<file path="config.mk">
export PLATFORM = sky130hd
export DESIGN_NAME = interval_room_partition_unit
export DESIGN_NICKNAME = d
export VERILOG_FILES = /design/src/hdl/irp_pkg.sv /design/src/hdl/interval_room_partition_unit.sv /design/src/hdl/irp_ctrl.sv /design/src/hdl/irp_dpath.sv
export SDC_FILE = /design/constraint.sdc
export NUM_CORES = 2
export LEC_CHECK = 0
export BUFFER_PORTS_ARGS = -buffer_cell sky130_fd_sc_hd__buf_2
export CAP_MARGIN = 20
export CORE_UTILIZATION = 58
export DETAILED_ROUTE_END_ITERATION = 7
export PLACE_DENSITY = 0.74
export SYNTH_ARGS = -nofsm -noshare
export SYNTH_HDL_FRONTEND = slang
export SYNTH_HIERARCHICAL = 1
export SYNTH_SLANG_ARGS = --single-unit
</file>
<file path="constraint.sdc">
create_clock -name clk_i -period 9.9 [get_ports clk_i]
set_input_delay 1.98 -clock clk_i [delete_from_list [all_inputs] [get_ports clk_i]]
set_output_delay 1.98 -clock clk_i [all_outputs]
set_load 0.005 [all_outputs]
</file>
<file path="src/hdl/irp_pkg.sv">
// Package for the interval room partition unit: payload structs, FSM states,
// controller/datapath command and status structs. No dependencies.
`timescale 1ns / 1ps

package irp_pkg;

  localparam int unsigned MaxActivitiesDefault = 16;
  localparam int unsigned IdW   = 8;
  localparam int unsigned TimeW = 16;
  localparam int unsigned RoomW = 5;

  typedef struct packed {
    logic [IdW-1:0]   act_id;
    logic [TimeW-1:0] start_time;
    logic [TimeW-1:0] end_time;
    logic             last;
  } in_beat_t;

  typedef struct packed {
    logic [IdW-1:0]   act_id_res;
    logic [RoomW-1:0] room;
    logic [RoomW-1:0] room_count;
    logic             last_result;
  } out_beat_t;

  typedef enum logic [2:0] {
    ST_LOAD,
    ST_SORT,
    ST_OPEN,
    ST_SCAN,
    ST_EMIT
  } state_e;

  // Commands from the controller to the datapath.
  typedef struct packed {
    logic load;       // write the input beat into the store
    logic sort_init;  // start insertion sort
    logic sort_step;  // one compare/swap or advance step
    logic open_init;  // clear rooms, start the outer sweep
    logic open_step;  // examine the outer entry
    logic scan_step;  // examine one inner entry
    logic emit_init;  // start the result index
    logic emit_step;  // a result beat was taken
  } cmd_t;

  // Status from the datapath to the controller.
  typedef struct packed {
    logic sort_done;
    logic open_done;
    logic scan_done;
    logic emit_last;
  } status_t;

endpackage

</file>
<file path="src/hdl/interval_room_partition_unit.sv">
// Interval room partition unit: loads one activity beat per cycle, then sorts
// by end/start time with an insertion sort (one compare/swap per cycle) and
// sweeps rooms greedily, then emits one result beat per loaded activity, one
// per cycle unless stalled. Input is stalled from the last beat until the final
// result is taken. Reset is asynchronous, active low; the store contents are
// not reset.
`timescale 1ns / 1ps

module interval_room_partition_unit #(
  parameter int unsigned MaxActivities = irp_pkg::MaxActivitiesDefault
) (
  input  logic               clk_i,
  input  logic               rst_ni,
  input  logic               in_valid_i,
  output logic               in_stall_o,
  input  irp_pkg::in_beat_t  in_data_i,
  output logic               out_valid_o,
  input  logic               out_stall_i,
  output irp_pkg::out_beat_t out_data_o
);
  import irp_pkg::*;

  cmd_t    cmd;
  status_t status;

  irp_ctrl u_ctrl (
    .clk_i       (clk_i),
    .rst_ni      (rst_ni),
    .in_valid_i  (in_valid_i),
    .in_last_i   (in_data_i.last),
    .in_stall_o  (in_stall_o),
    .out_valid_o (out_valid_o),
    .out_stall_i (out_stall_i),
    .status_i    (status),
    .cmd_o       (cmd)
  );

  irp_dpath #(.MaxActivities(MaxActivities)) u_dpath (
    .clk_i      (clk_i),
    .rst_ni     (rst_ni),
    .in_beat_i  (in_data_i),
    .cmd_i      (cmd),
    .status_o   (status),
    .out_beat_o (out_data_o)
  );

  // Input and output are never open at the same time.
  assert property (@(posedge clk_i) disable iff (!rst_ni) !(out_valid_o && !in_stall_o))
    else $error("input and output open together");

  // Every room on a result lies within the room count.
  assert property (@(posedge clk_i) disable iff (!rst_ni)
    out_valid_o |-> (out_data_o.room != '0 && out_data_o.room <= out_data_o.room_count))
    else $error("room out of range");

  // After the final result is taken, input reopens.
  assert property (@(posedge clk_i) disable iff (!rst_ni)
    (out_valid_o && !out_stall_i && out_data_o.last_result) |=> !in_stall_o)
    else $error("input did not reopen");

endmodule

</file>
<file path="src/hdl/irp_ctrl.sv">
// Controller FSM for the interval room partition unit.
// Depends on irp_pkg.
`timescale 1ns / 1ps

module irp_ctrl (
  input  logic              clk_i,
  input  logic              rst_ni,
  input  logic              in_valid_i,
  input  logic              in_last_i,
  output logic              in_stall_o,
  output logic              out_valid_o,
  input  logic              out_stall_i,
  input  irp_pkg::status_t  status_i,
  output irp_pkg::cmd_t     cmd_o
);
  import irp_pkg::*;

  state_e state_q, state_d;

  // State register.
  always_ff @(posedge clk_i or negedge rst_ni) begin
    if (!rst_ni) begin
      state_q <= ST_LOAD;
    end else begin
      state_q <= state_d;
    end
  end

  // Next state and commands.
  always_comb begin
    state_d     = state_q;
    cmd_o       = '0;
    in_stall_o  = 1'b1;
    out_valid_o = 1'b0;
    case (state_q)
      ST_LOAD: begin
        in_stall_o = 1'b0;
        if (in_valid_i) begin
          cmd_o.load = 1'b1;
          if (in_last_i) begin
            cmd_o.sort_init = 1'b1;
            state_d = ST_SORT;
          end
        end
      end
      ST_SORT: begin
        if (status_i.sort_done) begin
          cmd_o.open_init = 1'b1;
          state_d = ST_OPEN;
        end else begin
          cmd_o.sort_step = 1'b1;
        end
      end
      ST_OPEN: begin
        if (status_i.open_done) begin
          cmd_o.emit_init = 1'b1;
          state_d = ST_EMIT;
        end else begin
          cmd_o.open_step = 1'b1;
          state_d = ST_SCAN;
        end
      end
      ST_SCAN: begin
        if (status_i.scan_done) begin
          state_d = ST_OPEN;
        end else begin
          cmd_o.scan_step = 1'b1;
        end
      end
      ST_EMIT: begin
        out_valid_o = 1'b1;
        if (!out_stall_i) begin
          cmd_o.emit_step = 1'b1;
          if (status_i.emit_last) begin
            state_d = ST_LOAD;
          end
        end
      end
      default: begin
        state_d = ST_LOAD;
      end
    endcase
  end

endmodule

</file>
<file path="src/hdl/irp_dpath.sv">
// Datapath for the interval room partition unit: activity store, sort and
// room sweep indices, result beat. Depends on irp_pkg.
`timescale 1ns / 1ps

module irp_dpath #(
  parameter int unsigned MaxActivities = irp_pkg::MaxActivitiesDefault
) (
  input  logic               clk_i,
  input  logic               rst_ni,
  input  irp_pkg::in_beat_t  in_beat_i,
  input  irp_pkg::cmd_t      cmd_i,
  output irp_pkg::status_t   status_o,
  output irp_pkg::out_beat_t out_beat_o
);
  import irp_pkg::*;

  localparam int unsigned IdxW = (MaxActivities > 1) ? $clog2(MaxActivities) : 1;
  localparam int unsigned CntW = $clog2(MaxActivities + 1);

  // Store entries; read at fixed neighbor pairs chosen by the sort index.
  logic [TimeW-1:0] st_start_q [MaxActivities];
  logic [TimeW-1:0] st_end_q   [MaxActivities];
  logic [IdW-1:0]   st_id_q    [MaxActivities];
  logic [RoomW-1:0] room_q     [MaxActivities];

  logic [CntW-1:0]  count_q;
  logic [CntW-1:0]  i_q;      // outer index (sort pass / sweep / emit)
  logic [CntW-1:0]  k_q;      // inner index (sort sink / scan)
  logic [RoomW-1:0] rooms_q;
  logic [TimeW-1:0] latest_q;

  logic [IdxW-1:0] ia, ka, km1;
  logic            k_pos, swap;

  assign ia    = i_q[IdxW-1:0];
  assign ka    = k_q[IdxW-1:0];
  assign km1   = ka - IdxW'(1);
  assign k_pos = (k_q != '0);

  // Entry k-1 comes strictly after entry k.
  always_comb begin
    if (st_end_q[km1] != st_end_q[ka]) begin
      swap = st_end_q[km1] > st_end_q[ka];
    end else begin
      swap = st_start_q[km1] > st_start_q[ka];
    end
  end

  assign status_o.sort_done = (i_q >= count_q);
  assign status_o.open_done = (i_q >= count_q);
  assign status_o.scan_done = (k_q >= count_q);
  assign status_o.emit_last = (i_q + CntW'(1) == count_q);

  // Store writes and swaps.
  always_ff @(posedge clk_i) begin
    if (cmd_i.load && (count_q < CntW'(MaxActivities))) begin
      st_start_q[count_q[IdxW-1:0]] <= in_beat_i.start_time;
      st_end_q[count_q[IdxW-1:0]]   <= in_beat_i.end_time;
      st_id_q[count_q[IdxW-1:0]]    <= in_beat_i.act_id;
    end else if (cmd_i.sort_step && k_pos && swap) begin
      st_start_q[km1] <= st_start_q[ka];
      st_start_q[ka]  <= st_start_q[km1];
      st_end_q[km1]   <= st_end_q[ka];
      st_end_q[ka]    <= st_end_q[km1];
      st_id_q[km1]    <= st_id_q[ka];
      st_id_q[ka]     <= st_id_q[km1];
    end
  end

  // Room marks, cleared at the start of each sweep.
  always_ff @(posedge clk_i or negedge rst_ni) begin
    if (!rst_ni) begin
      for (int n = 0; n < MaxActivities; n++) room_q[n] <= '0;
    end else if (cmd_i.open_init) begin
      for (int n = 0; n < MaxActivities; n++) room_q[n] <= '0;
    end else if (cmd_i.open_step && room_q[ia] == '0) begin
      room_q[ia] <= rooms_q + RoomW'(1);
    end else if (cmd_i.scan_step && room_q[ka] == '0 && st_start_q[ka] > latest_q) begin
      room_q[ka] <= rooms_q;
    end
  end

  // Indices and counters.
  always_ff @(posedge clk_i or negedge rst_ni) begin
    if (!rst_ni) begin
      count_q  <= '0;
      i_q      <= '0;
      k_q      <= '0;
      rooms_q  <= '0;
      latest_q <= '0;
    end else begin
      if (cmd_i.load && (count_q < CntW'(MaxActivities))) begin
        count_q <= count_q + CntW'(1);
      end
      if (cmd_i.sort_init) begin
        i_q <= CntW'(1);
        k_q <= CntW'(1);
      end else if (cmd_i.sort_step) begin
        if (k_pos && swap) begin
          k_q <= k_q - CntW'(1);
        end else begin
          i_q <= i_q + CntW'(1);
          k_q <= i_q + CntW'(1);
        end
      end else if (cmd_i.open_init) begin
        i_q     <= '0;
        rooms_q <= '0;
      end else if (cmd_i.open_step) begin
        if (room_q[ia] == '0) begin
          rooms_q  <= rooms_q + RoomW'(1);
          latest_q <= st_end_q[ia];
          k_q      <= i_q + CntW'(1);
        end else begin
          k_q <= count_q;
        end
        i_q <= i_q + CntW'(1);
      end else if (cmd_i.scan_step) begin
        if (room_q[ka] == '0 && st_start_q[ka] > latest_q) begin
          latest_q <= st_end_q[ka];
        end
        k_q <= k_q + CntW'(1);
      end else if (cmd_i.emit_init) begin
        i_q <= '0;
      end else if (cmd_i.emit_step) begin
        i_q <= i_q + CntW'(1);
        if (status_o.emit_last) begin
          count_q <= '0;
        end
      end
    end
  end

  // Result beat for the current emit index.
  assign out_beat_o.act_id_res  = st_id_q[ia];
  assign out_beat_o.room        = room_q[ia];
  assign out_beat_o.room_count  = rooms_q;
  assign out_beat_o.last_result = status_o.emit_last;

endmodule

</file>
Word-level counts from Yosys, hierarchy flattened

Memory sizes are Yosys's and may differ from the RTL's.
Cells that the tools add are included.

Add/subtract/negate cells: 6
$mul: 0
Divide/modulo/power cells: 0
$lt $le $gt $ge: 10
Eq/ne operators: 16
Shifts and indexed selects: 0
Muxes and demuxes: 83
Bitwise logic cells: 5
Reductions and logical operators: 29

Operators with widths:

| cell                | count |
|---|---|
| $mux 80             | 3 |
| $mux 5              | 33 |
| $bwmux 80           | 2 |
| $mux 16             | 6 |
| $gt 16x16->1        | 3 |
| $bmux 5 s4          | 2 |
| $demux 5 s4         | 2 |
| $reduce_or 16->1    | 2 |
| $mux 3              | 7 |
| $add 5x1->5 const B | 4 |
| $mux 1              | 20 |
| $ne 16x16->1        | 1 |
| $pmux 3 s5          | 1 |
| $ne 2x2->1 const B  | 7 |
| $mux 4              | 3 |
| $reduce_and 6->1    | 2 |
| $ge 5x5->1          | 2 |
| $ge 5x5->1 const B  | 2 |
| $logic_and 1x1->1   | 10 |
| $logic_not 5->1     | 2 |
| $lt 5x1->1 const B  | 2 |
| $not 4->5           | 2 |
| $mux 8              | 1 |
| $reduce_bool 2->1   | 4 |
| 21 further kinds    | 26 |

Register bits: 119
Latch bits: 0
Bits in writable memories: 640
Memory bits (read-only): 0
Bits of input ports: 45
Output and inout port bits: 21
Word-level logic and storage cells: 174
Memories: 3

Memory list:

| name               | depth | bits a word | read ports | clocked after memory_dff | write ports | line            | RTL |
|---|---|---|---|---|---|---|---|
| u_dpath.st_end_q   | 16    | 16          | 3          | 0                        | 2           | irp_dpath.sv:22 | `logic [TimeW-1:0] st_end_q [MaxActivities];` |
| u_dpath.st_start_q | 16    | 16          | 2          | 0                        | 2           | irp_dpath.sv:21 | `logic [TimeW-1:0] st_start_q [MaxActivities];` |
| u_dpath.st_id_q    | 16    | 8           | 3          | 0                        | 2           | irp_dpath.sv:23 | `logic [IdW-1:0] st_id_q [MaxActivities];` |

Longest topological paths before layout

Depth in word-level cells: 13
Gate-level depth with buffers: 24
Gate-level depth less buffers: 16

Cells and area by module

The synthesis kept the hierarchy.

By module, submodules not included:

| module    | instances | cells each | area an instance (µm²) | seq. area each (µm²) |
|---|---|---|---|---|
| irp_dpath | 1         | 3389       | 48634.1                | 22121.2 |
| irp_ctrl  | 1         | 25         | 221.5                  | 75.1 |

Worst setup path before layout

Ideal clock, no wire load.

Path type: register to register
Start: register u_dpath.k_q[0]
End: memory u_dpath.st_end_q[5][0] (enable)
Setup time: 0.452 ns
Arrival time: 7.145 ns
Data required time: 9.448 ns
Slack: 2.303 ns
Stages on the path, launching flop included: 24
Path buffers: 7
Period minus slack after synthesis: 7.597 ns
Cells stage by stage: dfrtp_1 buf_2 clkinv_1 ha_1 clkbuf_1 buf_1 clkbuf_1 mux4_2 nand2_1 nand3_1 nand2_1 clkbuf_1 inv_1 ha_1 nand4_1 or2_2 or4_1 a211o_1 nand3_1 or2_2 buf_2 buf_2 a31oi_1 o22ai_1

RTL lines:

| item                   | line             | RTL |
|---|---|---|
| start, declared        | irp_dpath.sv:28  | `logic [CntW-1:0] k_q;` |
| start signal, assigned | irp_dpath.sv:97  | `k_q <= CntW'(1);` |
| start signal, assigned | irp_dpath.sv:100 | `k_q <= k_q - CntW'(1);` |
| start signal, assigned | irp_dpath.sv:103 | `k_q <= i_q + CntW'(1);` |
| end, declared          | irp_dpath.sv:22  |  |

==> results.toml <==
[outcome]
status = "complete, but fails checks"
violations = "design-rule violations"

[placement]
place_inst = 4328
dp_hpwl_um = 90600
place_congestion = 0.929
numPortBuffers = 65

[yosys]
syn_area_per_cell_um2 = 14.3
synth_edf_count = 640
synth-async-reset-ratio_pct = 15.7
synth_fp_nets = 3528
yosys-top-cells-area = "edfxtp_1, mux4_2, mux2i_1"
yosysWarnings = 6
ys.flop_type = "edfxtp_1"
synthTopCellsByCount = "mux2i_1, edfxtp_1, mux4_2"
ys_ff_latch = 759
netlist.area_leader.share_pct = 39.3
synthesis.area_mm2 = 0.0489
seq_area_frac_synth_pct = 45.4
synth_cells = 3414
synthMostInstantiatedCell = "mux2i_1"
synth_cell_types = 68
synth_top_area_cell = "edfxtp_1"

[power_and_ir_drop]
peakVddDrop_mv = 0.221
p_leak_nw = 17.5
p_per_area_mw_per_mm2 = 317

[cells_and_area]
syn_to_final_growth_pct = 9.72
fillers = 5945
instances_no_fill = 4496
drive_gt1_share_pct = 28.0
num_antenna_cells = 0
fin_nets = 3465

[clock_network]
h-tree-depth = 3
clk_pin_slew_worst_paths_ps = 60
cts_tree = "built"
clkSinkCount = 759
cts_setup_buffers = 0
ctsHoldBuffers = 0
numCtsBuffers = 85
clockBufferDepth = 3
clk_latency_ps = 670
cts_resized = 0
clockRootBuffer = "clkbuf_16"

[drt]
drt_iter0_drc = 4841
remaining_drc_errors = 2
drt-total-wl_um = 158000
drt_pass1_iterations = 8
viasPerCell = 7.68
ant_nets = 0
wl_per_cell_um = 35.1
dr_total_vias = 34500

[critical_path]
r2r_cells = 19
arrival_ps = 9160
critPathCaptureType = "flip-flop"
start_kind = "flip-flop"
regToRegStartpoint = "u_dpath/k_q[0]"
r2r_slack_ps = 1050
r2r-end = "u_dpath/st_end_q[6][13]"
worstSetupPathType = "reg -> reg"
cp.required_ps = 10210
crit_fanout = 52

[timing]
hold_viol = 0
setup_tns_ps = 0
max_slew.worst_pin.slew_ps = 1180
rsz0062_at_grt = "false"
skew_ps = 38.7
period_needed_ps = 8850
slew_headroom_pct = 21.3
fmaxAchievable_mhz = 113
final-setup-viol-count = 0
finalCritPeriodShare_pct = 89.4
slew_violations = 0

[floorplanning]
die-area_mm2 = 0.0854
coreArea_mm2 = 0.0836
rows = 106
die_w_um = 292
ios = 66
start_util_pct = 58.5
die_h_um = 292

[global_route]
first_global_vias = 35100
grt_pass1_wl_um = 232000
grt_max_degree = 104
antenna_found_initial = 3
overflow = 0
grt_use_total_pct = 37.1

[min_path]
hp-start = "u_dpath/room_q[15]"
hold_depth = 1
whs_endpoint = "u_dpath/room_q[15]"
min_path_type = "reg -> reg"

[run]
cap_violations = 0
[state kept, by name, indices dropped and copies added (netlist names)]
signal              cells
u_dpath/latest_q       16
u_dpath/i_q             5
u_dpath/rooms_q         5
u_dpath/st_start_q    256
u_ctrl/state_q          3
u_dpath/k_q             5
u_dpath/room_q         80
u_dpath/count_q         5
u_dpath/st_end_q      256
u_dpath/st_id_q       128
[cell type report]
cell class / instances / area [um2] / area share [%]
sequential: 759 / 22200 / 41.5
clock inverter: 52 / 603 / 1.13
multi-input combinational: 2209 / 25200 / 47.1
tap: 1080 / 1350 / 2.52
clock buffer: 100 / 2220 / 4.15
timing repair buffer: 200 / 1620 / 3.02
inverter: 96 / 360 / 0.672
[worst max path at each step]
stage	cells after the start	slack (ps)	end	start
floorplan	23	2300	u_dpath/st_end_q[5][0]	u_dpath/k_q[0]
global placement	19	1500	u_dpath/st_end_q[6][6]	u_dpath/k_q[0]
detailed placement	19	1340	u_dpath/st_end_q[6][6]	u_dpath/k_q[0]
CTS	19	1310	u_dpath/st_end_q[6][10]	u_dpath/k_q[0]
global route	18	890	u_dpath/st_end_q[6][13]	u_dpath/k_q[0]
finish	19	1050	u_dpath/st_end_q[6][13]	u_dpath/k_q[0]
[where the power goes]
part           internal (mW)  leakage (nW)  switching (mW)
Clock                   1.86          1.38            1.40
Combinational           3.71          8.77            6.08
Sequential              3.61          7.31           0.314
[routing by layer]
metal  share of wire [%]  global-route usage (%)  up-vias
li1                    -                       -    13600
met1                  34                    47.6    17400
met2                  46                    57.5     2893
met3                  13                    10.7      661
met4                 6.0                    19.6        6
met5               0.026                       0        -
[through the flow]
step / hold WS (ps) / setup slack, ps / total power, mW / instance area, um2 / utilization [%]
global placement: 491 / 1500 / 13.3 / 50600 / 60.6
floorplan: 467 / 2300 / 10.8 / 48900 / -
detailed placement: 508 / 1340 / 13.5 / 50700 / 60.6
CTS: 519 / 1310 / 16.8 / 53500 / 64.0
global route: 539 / 889 / 17.7 / 53600 / 64.2
finish: 519 / 1050 / 17.0 / 53600 / 64.2
[cells by family after synthesis]
family / synth area share, %
mux: 39.9
fa+ha+maj: 1.77
compound gates: 3.16
simple gates: 5.62
flops: 45.4
xor+xnor: 0.376
buf+inv: 3.79
[critical path, cell delays in order (launching register included)]
cell and delay (ps):
dfrtp_4 640, clkinv_1 510, ha_4 900, buf_12 380, mux4_2 370, nand2_1 90
nand3_1 100, nand2_1 450, inv_1 160, ha_1 340, nand4_1 140, nor4_1 820
inv_1 120, o41a_1 340, nand3_1 100, buf_4 250, or2_4 820, a31oi_1 520
o22ai_4 900, buf_12 390
[placed cells by master, fill, tap and decap left out, types with 16 or more instances in the layout]
| cell | count |
|---|---|
| mux2_1 | 25 |
| inv_1 | 94 |
| nor2_4 | 17 |
| mux2_2 | 58 |
| mux2i_1 | 725 |
| buf_12 | 22 |
| o22ai_1 | 43 |
| nand3_1 | 107 |
| nor2_1 | 53 |
| o21ai_0 | 24 |
| clkinv_2 | 18 |
| a21oi_1 | 34 |
| ha_1 | 68 |
| buf_2 | 64 |
| clkbuf_16 | 85 |
| buf_4 | 114 |
| dfrtp_1 | 111 |
| nor3_1 | 21 |
| nand2_1 | 267 |
| edfxtp_1 | 640 |
| mux4_2 | 501 |
| nand4_1 | 16 |
(Power assumes the default switching activity.)
